**config.mk**
```make
export PLATFORM = sky130hd
export DESIGN_NAME = uart_rx_idle_timeout_framer
export DESIGN_NICKNAME = d
export VERILOG_FILES = /design/src/hdl/ufrm_pkg.sv /design/src/hdl/ufrm_buf.sv /design/src/hdl/ufrm_ctrl.sv /design/src/hdl/uart_rx_idle_timeout_framer.sv
export SDC_FILE = /design/constraint.sdc
export NUM_CORES = 1
export LEC_CHECK = 0
export BUFFER_PORTS_ARGS = -buffer_cell sky130_fd_sc_hd__buf_4
export CAP_MARGIN = 25
export CORE_MARGIN = 10
export CORE_UTILIZATION = 62
export DETAILED_ROUTE_END_ITERATION = 16
export PLACE_DENSITY = 0.79
export REMOVE_ABC_BUFFERS = 1
export SLEW_MARGIN = 10
export SYNTH_ARGS = -nofsm -noshare
export SYNTH_HDL_FRONTEND = slang
export SYNTH_HIERARCHICAL = 1
export SYNTH_SLANG_ARGS = --single-unit
```
**constraint.sdc**
```tcl
create_clock -name clk -period 3.4 [get_ports clk]
set_input_delay 0.68 -clock clk [delete_from_list [all_inputs] [get_ports clk]]
set_output_delay 0.68 -clock clk [all_outputs]
set_load 0.05 [all_outputs]
```
**src/hdl/ufrm_pkg.sv**
```systemverilog
`timescale 1ns / 1ps

package ufrm_pkg;

  // default buffer depth in bytes
  localparam int unsigned BUFFER_BYTES_DEF = 64;

  // idle timeout after reset, in ticks
  localparam logic [6:0] TIMEOUT_RESET = 7'd100;

  typedef enum logic [1:0] {
    MODE_BYTE    = 2'd0,
    MODE_TICK    = 2'd1,
    MODE_READ    = 2'd2,
    MODE_RELEASE = 2'd3
  } ufrm_mode_t;

  typedef struct packed {
    logic [1:0] mode;
    logic [7:0] byte_value;
    logic [5:0] read_index;
  } ufrm_cmd_t;

  typedef struct packed {
    logic       frame_closed;
    logic [6:0] frame_length;
    logic [7:0] read_data;
    logic       frame_held;
    logic       byte_stored;
  } ufrm_rsp_t;

  // result fields known at accept time, plus the read-data select
  typedef struct packed {
    logic       closed;
    logic [6:0] length;
    logic       held;
    logic       stored;
    logic       rd_sel;
  } ufrm_stat_t;

endpackage

```
**src/hdl/ufrm_buf.sv**
```systemverilog
`timescale 1ns / 1ps

module ufrm_buf import ufrm_pkg::*; #(
  parameter int unsigned DEPTH = BUFFER_BYTES_DEF,
  parameter int unsigned AW    = $clog2(BUFFER_BYTES_DEF)
) (
  input  logic          clk,
  input  logic          wr_en,
  input  logic [AW-1:0] wr_addr,
  input  logic [7:0]    wr_data,
  input  logic          rd_en,
  input  logic [AW-1:0] rd_addr,
  output logic [7:0]    rd_data
);

  logic [7:0] mem [DEPTH];

  always_ff @(posedge clk) begin
    if (wr_en) begin
      mem[wr_addr] <= wr_data;
    end
  end

  // registered read, holds while not enabled
  always_ff @(posedge clk) begin
    if (rd_en) begin
      rd_data <= mem[rd_addr];
    end
  end

endmodule

```
**src/hdl/ufrm_ctrl.sv**
```systemverilog
`timescale 1ns / 1ps

module ufrm_ctrl import ufrm_pkg::*; #(
  parameter int unsigned BUFFER_BYTES = BUFFER_BYTES_DEF,
  parameter int unsigned AW           = $clog2(BUFFER_BYTES_DEF)
) (
  input  logic          clk,
  input  logic          rst,
  input  logic          cfg_write,
  input  logic [6:0]    cfg_data,
  input  logic          accept,
  input  ufrm_cmd_t     cmd,
  output logic          wr_en,
  output logic [AW-1:0] wr_addr,
  output logic [7:0]    wr_data,
  output logic          rd_en,
  output logic [AW-1:0] rd_addr,
  output ufrm_stat_t    stat
);

  localparam logic [AW-1:0] LAST_POS = AW'(BUFFER_BYTES - 1);
  localparam logic [6:0]    FULL_LEN = 7'(BUFFER_BYTES);

  logic [6:0]    timeout;
  logic [AW-1:0] write_position, write_position_next;
  logic [6:0]    held_length, held_length_next;
  logic          held_flag, held_flag_next;
  logic [6:0]    idle_countdown, idle_countdown_next;
  logic          idx_ok;
  logic          closed, stored;
  ufrm_mode_t    mode;

  always_ff @(posedge clk) begin
    if (rst) begin
      timeout <= TIMEOUT_RESET;
    end else if (cfg_write) begin
      timeout <= cfg_data;
    end
  end

  assign mode   = ufrm_mode_t'(cmd.mode);
  assign idx_ok = 32'(cmd.read_index) < BUFFER_BYTES;

  always_comb begin
    write_position_next = write_position;
    held_length_next    = held_length;
    held_flag_next      = held_flag;
    idle_countdown_next = idle_countdown;
    closed              = 1'b0;
    stored              = 1'b0;
    case (mode)
      MODE_BYTE: begin
        if (held_flag) begin
          idle_countdown_next = timeout;
        end else if (write_position != '0 && idle_countdown == '0) begin
          // timed out: close with what is stored, drop this byte
          held_flag_next      = 1'b1;
          held_length_next    = 7'(write_position);
          write_position_next = '0;
          closed              = 1'b1;
        end else begin
          stored = 1'b1;
          if (write_position == '0) begin
            idle_countdown_next = timeout;
          end
          if (write_position == LAST_POS) begin
            held_flag_next      = 1'b1;
            held_length_next    = FULL_LEN;
            write_position_next = '0;
            idle_countdown_next = timeout;
            closed              = 1'b1;
          end else begin
            write_position_next = write_position + 1'b1;
          end
        end
      end
      MODE_TICK: begin
        if (idle_countdown != '0) begin
          idle_countdown_next = idle_countdown - 1'b1;
        end
      end
      MODE_RELEASE: begin
        if (held_flag) begin
          held_flag_next      = 1'b0;
          held_length_next    = '0;
          idle_countdown_next = timeout;
        end
      end
      default: begin
      end
    endcase
  end

  always_ff @(posedge clk) begin
    if (rst) begin
      write_position <= '0;
      held_length    <= '0;
      held_flag      <= 1'b0;
      idle_countdown <= '0;
    end else if (accept) begin
      write_position <= write_position_next;
      held_length    <= held_length_next;
      held_flag      <= held_flag_next;
      idle_countdown <= idle_countdown_next;
    end
  end

  assign wr_en   = accept && stored;
  assign wr_addr = write_position;
  assign wr_data = cmd.byte_value;
  assign rd_en   = accept && mode == MODE_READ && idx_ok;
  assign rd_addr = AW'(cmd.read_index);

  assign stat.closed = closed;
  assign stat.length = held_length_next;
  assign stat.held   = held_flag_next;
  assign stat.stored = stored;
  assign stat.rd_sel = mode == MODE_READ && idx_ok;

  a_held_pos_zero : assert property (@(posedge clk) disable iff (rst)
    held_flag |-> write_position == '0)
    else $error("write position not cleared while frame held");

  a_len_when_free : assert property (@(posedge clk) disable iff (rst)
    !held_flag |-> held_length == '0)
    else $error("stale frame length with no frame held");

  a_no_store_held : assert property (@(posedge clk) disable iff (rst)
    wr_en |-> !held_flag)
    else $error("byte stored while frame held");

  a_close_sets_held : assert property (@(posedge clk) disable iff (rst)
    accept && closed |=> held_flag)
    else $error("frame closed but not held");

endmodule

```
**src/hdl/uart_rx_idle_timeout_framer.sv**
```systemverilog
`timescale 1ns / 1ps

// channel   dir  handshake              payload
// cmd       in   cmd_valid/cmd_ready    ufrm_cmd_t  (mode, byte_value, read_index)
// rsp       out  rsp_valid/rsp_ready    ufrm_rsp_t  (one result per item)
// cfg       in   cfg_write              cfg_data = idle_timeout_ticks
//
// one item per cycle sustained while rsp_ready is high; each result appears in the cycle after
// its item is accepted, set by the registered read of the frame buffer
// rst (synchronous) clears framing state and loads the timeout with 100;
// buffer contents are not cleared, there is no clearing pass
// a stalled result holds in the output register; cmd_ready stays high while
// that register is empty or being drained

module uart_rx_idle_timeout_framer import ufrm_pkg::*; #(
  parameter int unsigned BUFFER_BYTES = BUFFER_BYTES_DEF
) (
  input  logic       clk,
  input  logic       rst,
  input  logic       cfg_write,
  input  logic [6:0] cfg_data,
  input  logic       cmd_valid,
  output logic       cmd_ready,
  input  ufrm_cmd_t  cmd,
  output logic       rsp_valid,
  input  logic       rsp_ready,
  output ufrm_rsp_t  rsp
);

  localparam int unsigned AW = $clog2(BUFFER_BYTES);

  logic          accept;
  logic          wr_en, rd_en;
  logic [AW-1:0] wr_addr, rd_addr;
  logic [7:0]    wr_data, rd_data;
  ufrm_stat_t    stat, rsp_stat;

  // single output stage; a draining result frees the slot in the same cycle
  assign cmd_ready = !rsp_valid || rsp_ready;
  assign accept    = cmd_valid && cmd_ready;

  // state update and buffer access control
  ufrm_ctrl #(
    .BUFFER_BYTES (BUFFER_BYTES),
    .AW           (AW)
  ) u_ctrl (
    .clk       (clk),
    .rst       (rst),
    .cfg_write (cfg_write),
    .cfg_data  (cfg_data),
    .accept    (accept),
    .cmd       (cmd),
    .wr_en     (wr_en),
    .wr_addr   (wr_addr),
    .wr_data   (wr_data),
    .rd_en     (rd_en),
    .rd_addr   (rd_addr),
    .stat      (stat)
  );

  // frame buffer; a write lands at the accept edge, so a read in the next
  // item already sees it and no forwarding is needed
  ufrm_buf #(
    .DEPTH (BUFFER_BYTES),
    .AW    (AW)
  ) u_buf (
    .clk     (clk),
    .wr_en   (wr_en),
    .wr_addr (wr_addr),
    .wr_data (wr_data),
    .rd_en   (rd_en),
    .rd_addr (rd_addr),
    .rd_data (rd_data)
  );

  always_ff @(posedge clk) begin
    if (rst) begin
      rsp_valid <= 1'b0;
    end else if (cmd_ready) begin
      rsp_valid <= cmd_valid;
    end
  end

  // result fields ride next to the read data, which the buffer holds itself
  always_ff @(posedge clk) begin
    if (accept) begin
      rsp_stat <= stat;
    end
  end

  assign rsp.frame_closed = rsp_stat.closed;
  assign rsp.frame_length = rsp_stat.length;
  assign rsp.read_data    = rsp_stat.rd_sel ? rd_data : 8'h00;
  assign rsp.frame_held   = rsp_stat.held;
  assign rsp.byte_stored  = rsp_stat.stored;

endmodule

```
Yosys cells after proc, flatten, opt, wreduce, memory -nomap -nowiden --
Memory sizes are Yosys's and may differ from the RTL's. A register that Yosys moved wholly into a read port is not among the register bits. Index checks and enable logic that the tools add are counted.
Word-level totals: register bits after elaboration 40, memory bits (writable) 512, output and inout port bits 20, memories 1
Memories:
- u_buf.mem | depth 64, bits a word 8, read ports 1, clocked after memory_dff 1, write ports 1, line ufrm_buf.sv:16 | logic [7:0] mem [DEPTH];
Operators by class: add/sub/neg operators 2, equal/unequal tests 8, mux-type cells 24, bitwise operators 2, reductions and logical operators 15
Operator list (number):
- 7-bit two-way mux | 10
- 7-bit one-hot mux with 3 select lines | 1
- 7-bit one-hot mux with 2 select lines | 1
- 6-bit two-way mux | 2
- 1-bit two-way mux | 8
- 8-bit two-way mux | 1
- 7-bit logical NOT | 1
- 7-bit nonzero test | 1
- 7-bit by 1-bit subtractor with 7-bit output (second input constant) | 1
- 6-bit by 1-bit adder with 6-bit output (second input constant) | 1
- 6-bit equality test (second input constant) | 1
- 6-bit logical NOT | 1
- 6-bit AND reduction | 1
- 6-bit nonzero test | 1
- 2-bit equality test (second input constant) | 2
- 1-bit logical AND | 4
- 2-bit by 1-bit inequality test with 1-bit output (second input constant) | 2
- 4-bit by 1-bit inequality test with 1-bit output (second input constant) | 1
- 3-bit by 2-bit inequality test with 1-bit output (second input constant) | 1
- 3-bit AND reduction | 1
- 3-bit nonzero test | 1
- 2-bit by 1-bit equality test with 1-bit output (second input constant) | 1
- 2-bit logical NOT | 1
- 1-bit inverter | 2
- other kinds (4) | 4

Depth between registers and ports, before layout --
depth after elaboration 8, mapped depth 10, mapped depth without buffers 9

Modules after synthesis --
Netlist, hierarchy kept.
By module, submodules not included:
- ufrm_buf | times used 1, cells an instance 940, area an instance 20246.9 um2, seq. area each 15615.0 um2
- ufrm_ctrl | times used 1, cells an instance 205, area an instance 1752.9 um2, seq. area each 560.5 um2
- uart_rx_idle_timeout_framer | times used 1, cells an instance 34, area an instance 510.5 um2, seq. area each 350.3 um2

Least setup slack after synthesis --
Ideal clock, no wire load.
kind input -> register, start input rsp_ready, end memory u_buf.mem[62][0], enable pin, arrival 2818 ps, data required time 3030 ps, path slack 211 ps, cell stages on the path 8, path through nand2b_4 > and2_4 > inv_1 > or2_2 > nor2_1 > nor2b_1 > nand3_1 > nor2_1
On the way: cells in the longest elaborated chain, start to end 5
Ends and longest elaborated chain:
- start: declaration | line uart_rx_idle_timeout_framer.sv:26 | input logic rsp_ready,
- 1-bit logical OR | line uart_rx_idle_timeout_framer.sv:39 | assign cmd_ready = !rsp_valid || rsp_ready;
- 1-bit logical AND | line uart_rx_idle_timeout_framer.sv:40 | assign accept = cmd_valid && cmd_ready;
- net accept | line uart_rx_idle_timeout_framer.sv:32 | logic accept;
- 1-bit logical AND | line ufrm_ctrl.sv:108 | assign wr_en = accept && stored;
- net wr_en | line uart_rx_idle_timeout_framer.sv:33 | logic wr_en, rd_en;
- 1-bit two-way mux | line ufrm_buf.sv:19 | if (wr_en) begin
- 1-bit two-way mux (not written as such) | line ufrm_buf.sv:20 | mem[wr_addr] <= wr_data;
- end: declaration | line ufrm_buf.sv:16
The timed path passes the listed nets, and every way through them passes these cells.

Worst setup path in the final report --
start register u_ctrl.idle_countdown[0], end memory u_buf.mem[8][4], enable pin
On the way: cells in the longest elaborated chain, start to end 8
Ends and longest elaborated chain:
- start: declaration | line ufrm_ctrl.sv:28 | logic [6:0] idle_countdown, idle_countdown_next;
- start signal: assignment | line ufrm_ctrl.sv:104 | idle_countdown <= idle_countdown_next;
- 7-bit logical NOT | line ufrm_ctrl.sv:55 | end else if (write_position != '0 && idle_countdown == '0) begin
- 1-bit logical AND | line ufrm_ctrl.sv:55
- 1-bit two-way mux | line ufrm_ctrl.sv:55
- 1-bit two-way mux | line ufrm_ctrl.sv:53 | if (held_flag) begin
- 1-bit two-way mux | line ufrm_ctrl.sv:51 | case (mode)
- 1-bit logical AND | line ufrm_ctrl.sv:108
- net wr_en | line uart_rx_idle_timeout_framer.sv:33
- 1-bit two-way mux | line ufrm_buf.sv:19
- 1-bit two-way mux (not written as such) | line ufrm_buf.sv:20
The timed path passes the listed nets, and every way through them passes these cells.

==> impl_metrics.json <==
{
  "drv_slew": 0,
  "clk_pin_slew_ns": 0.06,
  "synthAdderAreaFrac": 0.00445,
  "post_cts_buffers": 0,
  "critical_path.top_delay_family": "simple AND/OR/NAND/NOR gates",
  "hold_viol": 0,
  "relSlewSlack": 0.492,
  "fin_nets": 1335,
  "hold_slack_ns": 0.304,
  "port_buffers": 47,
  "grt_max_degree": 65,
  "cp.required_ns": 3.72,
  "layout_commonest_cell": "edfxtp_1",
  "pin_count": 48,
  "ir_drop_mv": 0.518,
  "synth-main-ff-cell": "edfxtp_1",
  "cts_hold_buf": 0,
  "synth_mux_area_frac": 0.146,
  "clk_latency_ns": 0.61,
  "rsz0062_at_grt": "no",
  "drt-initial-drc-count": 1442,
  "async_flop_share": 0,
  "wire_per_inst_um": 28.7,
  "slowest_delay_ns": 0.47,
  "dr.pass1.iters": 7,
  "critPathLaunchType": "flop",
  "die_h_um": 211,
  "gp_routability_congestion": 0.845,
  "leakagePower_nw": 8.36,
  "yosys_warnings": 6,
  "clockBufferDepth": 3,
  "fin_setup_tns_ns": 0,
  "overflow": 0,
  "worstPathCellList": "inv_1, ha_1, nand2b_1, nor3_4, and2_1, nor2_1, nor2b_1, nand2_1, nor2_1, buf_4",
  "ys_seq_area_frac": 0.734,
  "wl_um": 51800,
  "hp-class": "in2reg",
  "cts_tree": "yes",
  "viasPerCell": 6.68,
  "synth_edf_count": 531,
  "via_count": 12000,
  "post-route-period-util": 0.905,
  "crit_path_top_delay_cell": "nand2_1",
  "antenna_found_initial": 1,
  "syn_to_final_growth_pct": 13.2,
  "drtAntennaViolNets": 0,
  "post-place-cells": 1704,
  "die-area_um2": 44300,
  "diodes": 0,
  "rows": 69,
  "drv_cap": 0,
  "fin_worst_skew_ns": 0.0261,
  "postSynthAreaPerCell_um2": 19.1,
  "grt_use_total": 0.239,
  "synth-xor-area-share": 0,
  "finalNonFillerCells": 1802,
  "cts.sinks": 560,
  "cp.arrival_ns": 3.39,
  "yosys.area_share.simple": 0.0523,
  "fmax_ghz": 0.325,
  "crit_fanout": 8,
  "htreeDepth": 2,
  "critical_path_buf_inv_count": 2,
  "cts-buffers-inserted": 54,
  "initial_core_util": 0.631,
  "worst_pin_slew_ns": 0.762,
  "critPathKind": "reg2reg",
  "drive_above_1_share": 0.289,
  "synthCells": 1179,
  "synth_compound_area_frac": 0.0366,
  "grt_pass1_wl_um": 78700,
  "p_per_area_nw_per_um2": 564,
  "drc": 0,
  "synth_top_family_by_area": "multiplexers",
  "grt_pass1_vias": 12200,
  "ctsResizeCount": 0,
  "cp_common_cell": "nor2_1",
  "ys_types": 68,
  "synth-seq-cells": 560,
  "syn_area_um2": 22500,
  "min_period_ns": 3.08,
  "outcome": "completed",
  "root_buffer": "clkbuf_16",
  "dp_hpwl_um": 30700,
  "end_kind": "flop",
  "setup_viol_count_final": 0,
  "die_w_um": 211,
  "final_util": 0.715,
  "final_cell_mix": "edfxtp_1, buf_4, mux4_2, nor2_1, clkbuf_16",
  "core_area_um2": 35700
}
per-stage QoR:
| step | worst slack (ns) | cell area [µm²] | power, mW |
|---|---|---|---|
| 3_5_place_dp | 0.0622 | 23700 | 8.52 |
| 3_3_place_gp | 0.0939 | 23700 | 8.50 |
| 5_1_grt | 0.215 | 25500 | 14.8 |
| 2_1_floorplan | 0.201 | 22000 | 8.11 |
| 4_1_cts | 0.471 | 25500 | 14.5 |
| 6_report | 0.324 | 25500 | 14.4 |
state kept, by name (all words and copies together) (netlist names):
name,cells
rsp_valid,1
u_ctrl/wr_addr,6
rsp_stat,1
u_ctrl/held_flag,1
u_buf/mem,512
u_ctrl/idle_countdown,7
u_ctrl/held_length,7
u_buf/rd_data,8
rsp,10
u_ctrl/timeout,7
cells in the mapped netlist, types with 3 or more instances:
master,number,share of area
inv_1,11,0.0018
or2_1,3,0.00083
a211oi_1,4,0.0013
o21a_1,3,0.0010
mux2i_1,30,0.013
nand2b_1,9,0.0025
nand4_1,5,0.0014
o2bb2ai_1,3,0.0012
buf_6,6,0.0030
nand3_1,20,0.0044
buf_1,5,0.00083
a221oi_1,6,0.0023
ha_1,8,0.0044
o21ai_0,12,0.0027
o221ai_1,8,0.0031
nor3_1,10,0.0022
buf_2,11,0.0024
o2111ai_1,4,0.0016
o22ai_1,8,0.0022
mux4_2,126,0.13
a21oi_2,3,0.0012
a22o_1,12,0.0047
nand3b_1,4,0.0013
and2_1,11,0.0031
edfxtp_1,531,0.71
o221a_2,3,0.0015
nor2b_1,15,0.0042
mux2_2,13,0.0065
buf_4,40,0.013
nor4_1,3,0.00083
a22oi_1,3,0.0010
o32ai_1,3,0.0012
nor2_1,103,0.017
clkbuf_1,20,0.0033
a21oi_1,19,0.0042
nand2_1,35,0.0058
dfxtp_1,29,0.026
layout make-up:
class,instances,area (µm²)
clock buffers,69,1500
clock inverters,29,274
fillers,2069,10200
inverters,11,41.3
multi-input cells,524,5390
flip-flops and latches,560,16500
well taps,461,577
repair buffers,148,1180
logic make-up (layout without fill, tap and decap cells):
kind of cell,Yosys count,in the layout
buf+inv,95,257
compound gates,110,110
flops,560,560
fa+ha+maj,8,8
simple gates,237,237
mux,169,169
per-layer routing:
metal,global-route usage,up-vias,share of wire
li1,-,4989,-
met1,0.318,6200,0.38
met2,0.379,716,0.49
met3,0.0519,138,0.095
met4,0.101,0,0.041
met5,0,-,0
worst reg2reg max path, cell delays in order, from the launching register on:
cell and delay [ns]:
dfxtp_1 0.42, inv_1 0.07, ha_1 0.21, nand2b_1 0.21, nor3_4 0.11, and2_1 0.19, nor2_1 0.30, nor2b_1 0.31
nand2_1 0.47, nor2_1 0.30, buf_4 0.21
report_power, final:
group,total [mW],switching (mW),internal (mW)
logic,0.793,0.501,0.292
clock network,6.00,2.51,3.49
registers,7.59,0.0182,7.57
final timing paths:
path / from / endpoint / slack, ns / cells past startpoint
min: cfg_data[2] / u_ctrl/timeout[2] / 0.30 / 3
max: u_ctrl/idle_countdown[0] / u_buf/mem[8][4] / 0.32 / 10
max reg2reg: u_ctrl/idle_countdown[0] / u_buf/mem[8][4] / 0.32 / 10
min reg2reg: u_ctrl/idle_countdown[5] / u_ctrl/idle_countdown[5] / 0.48 / 2
Power figures use the tool's default switching activity.
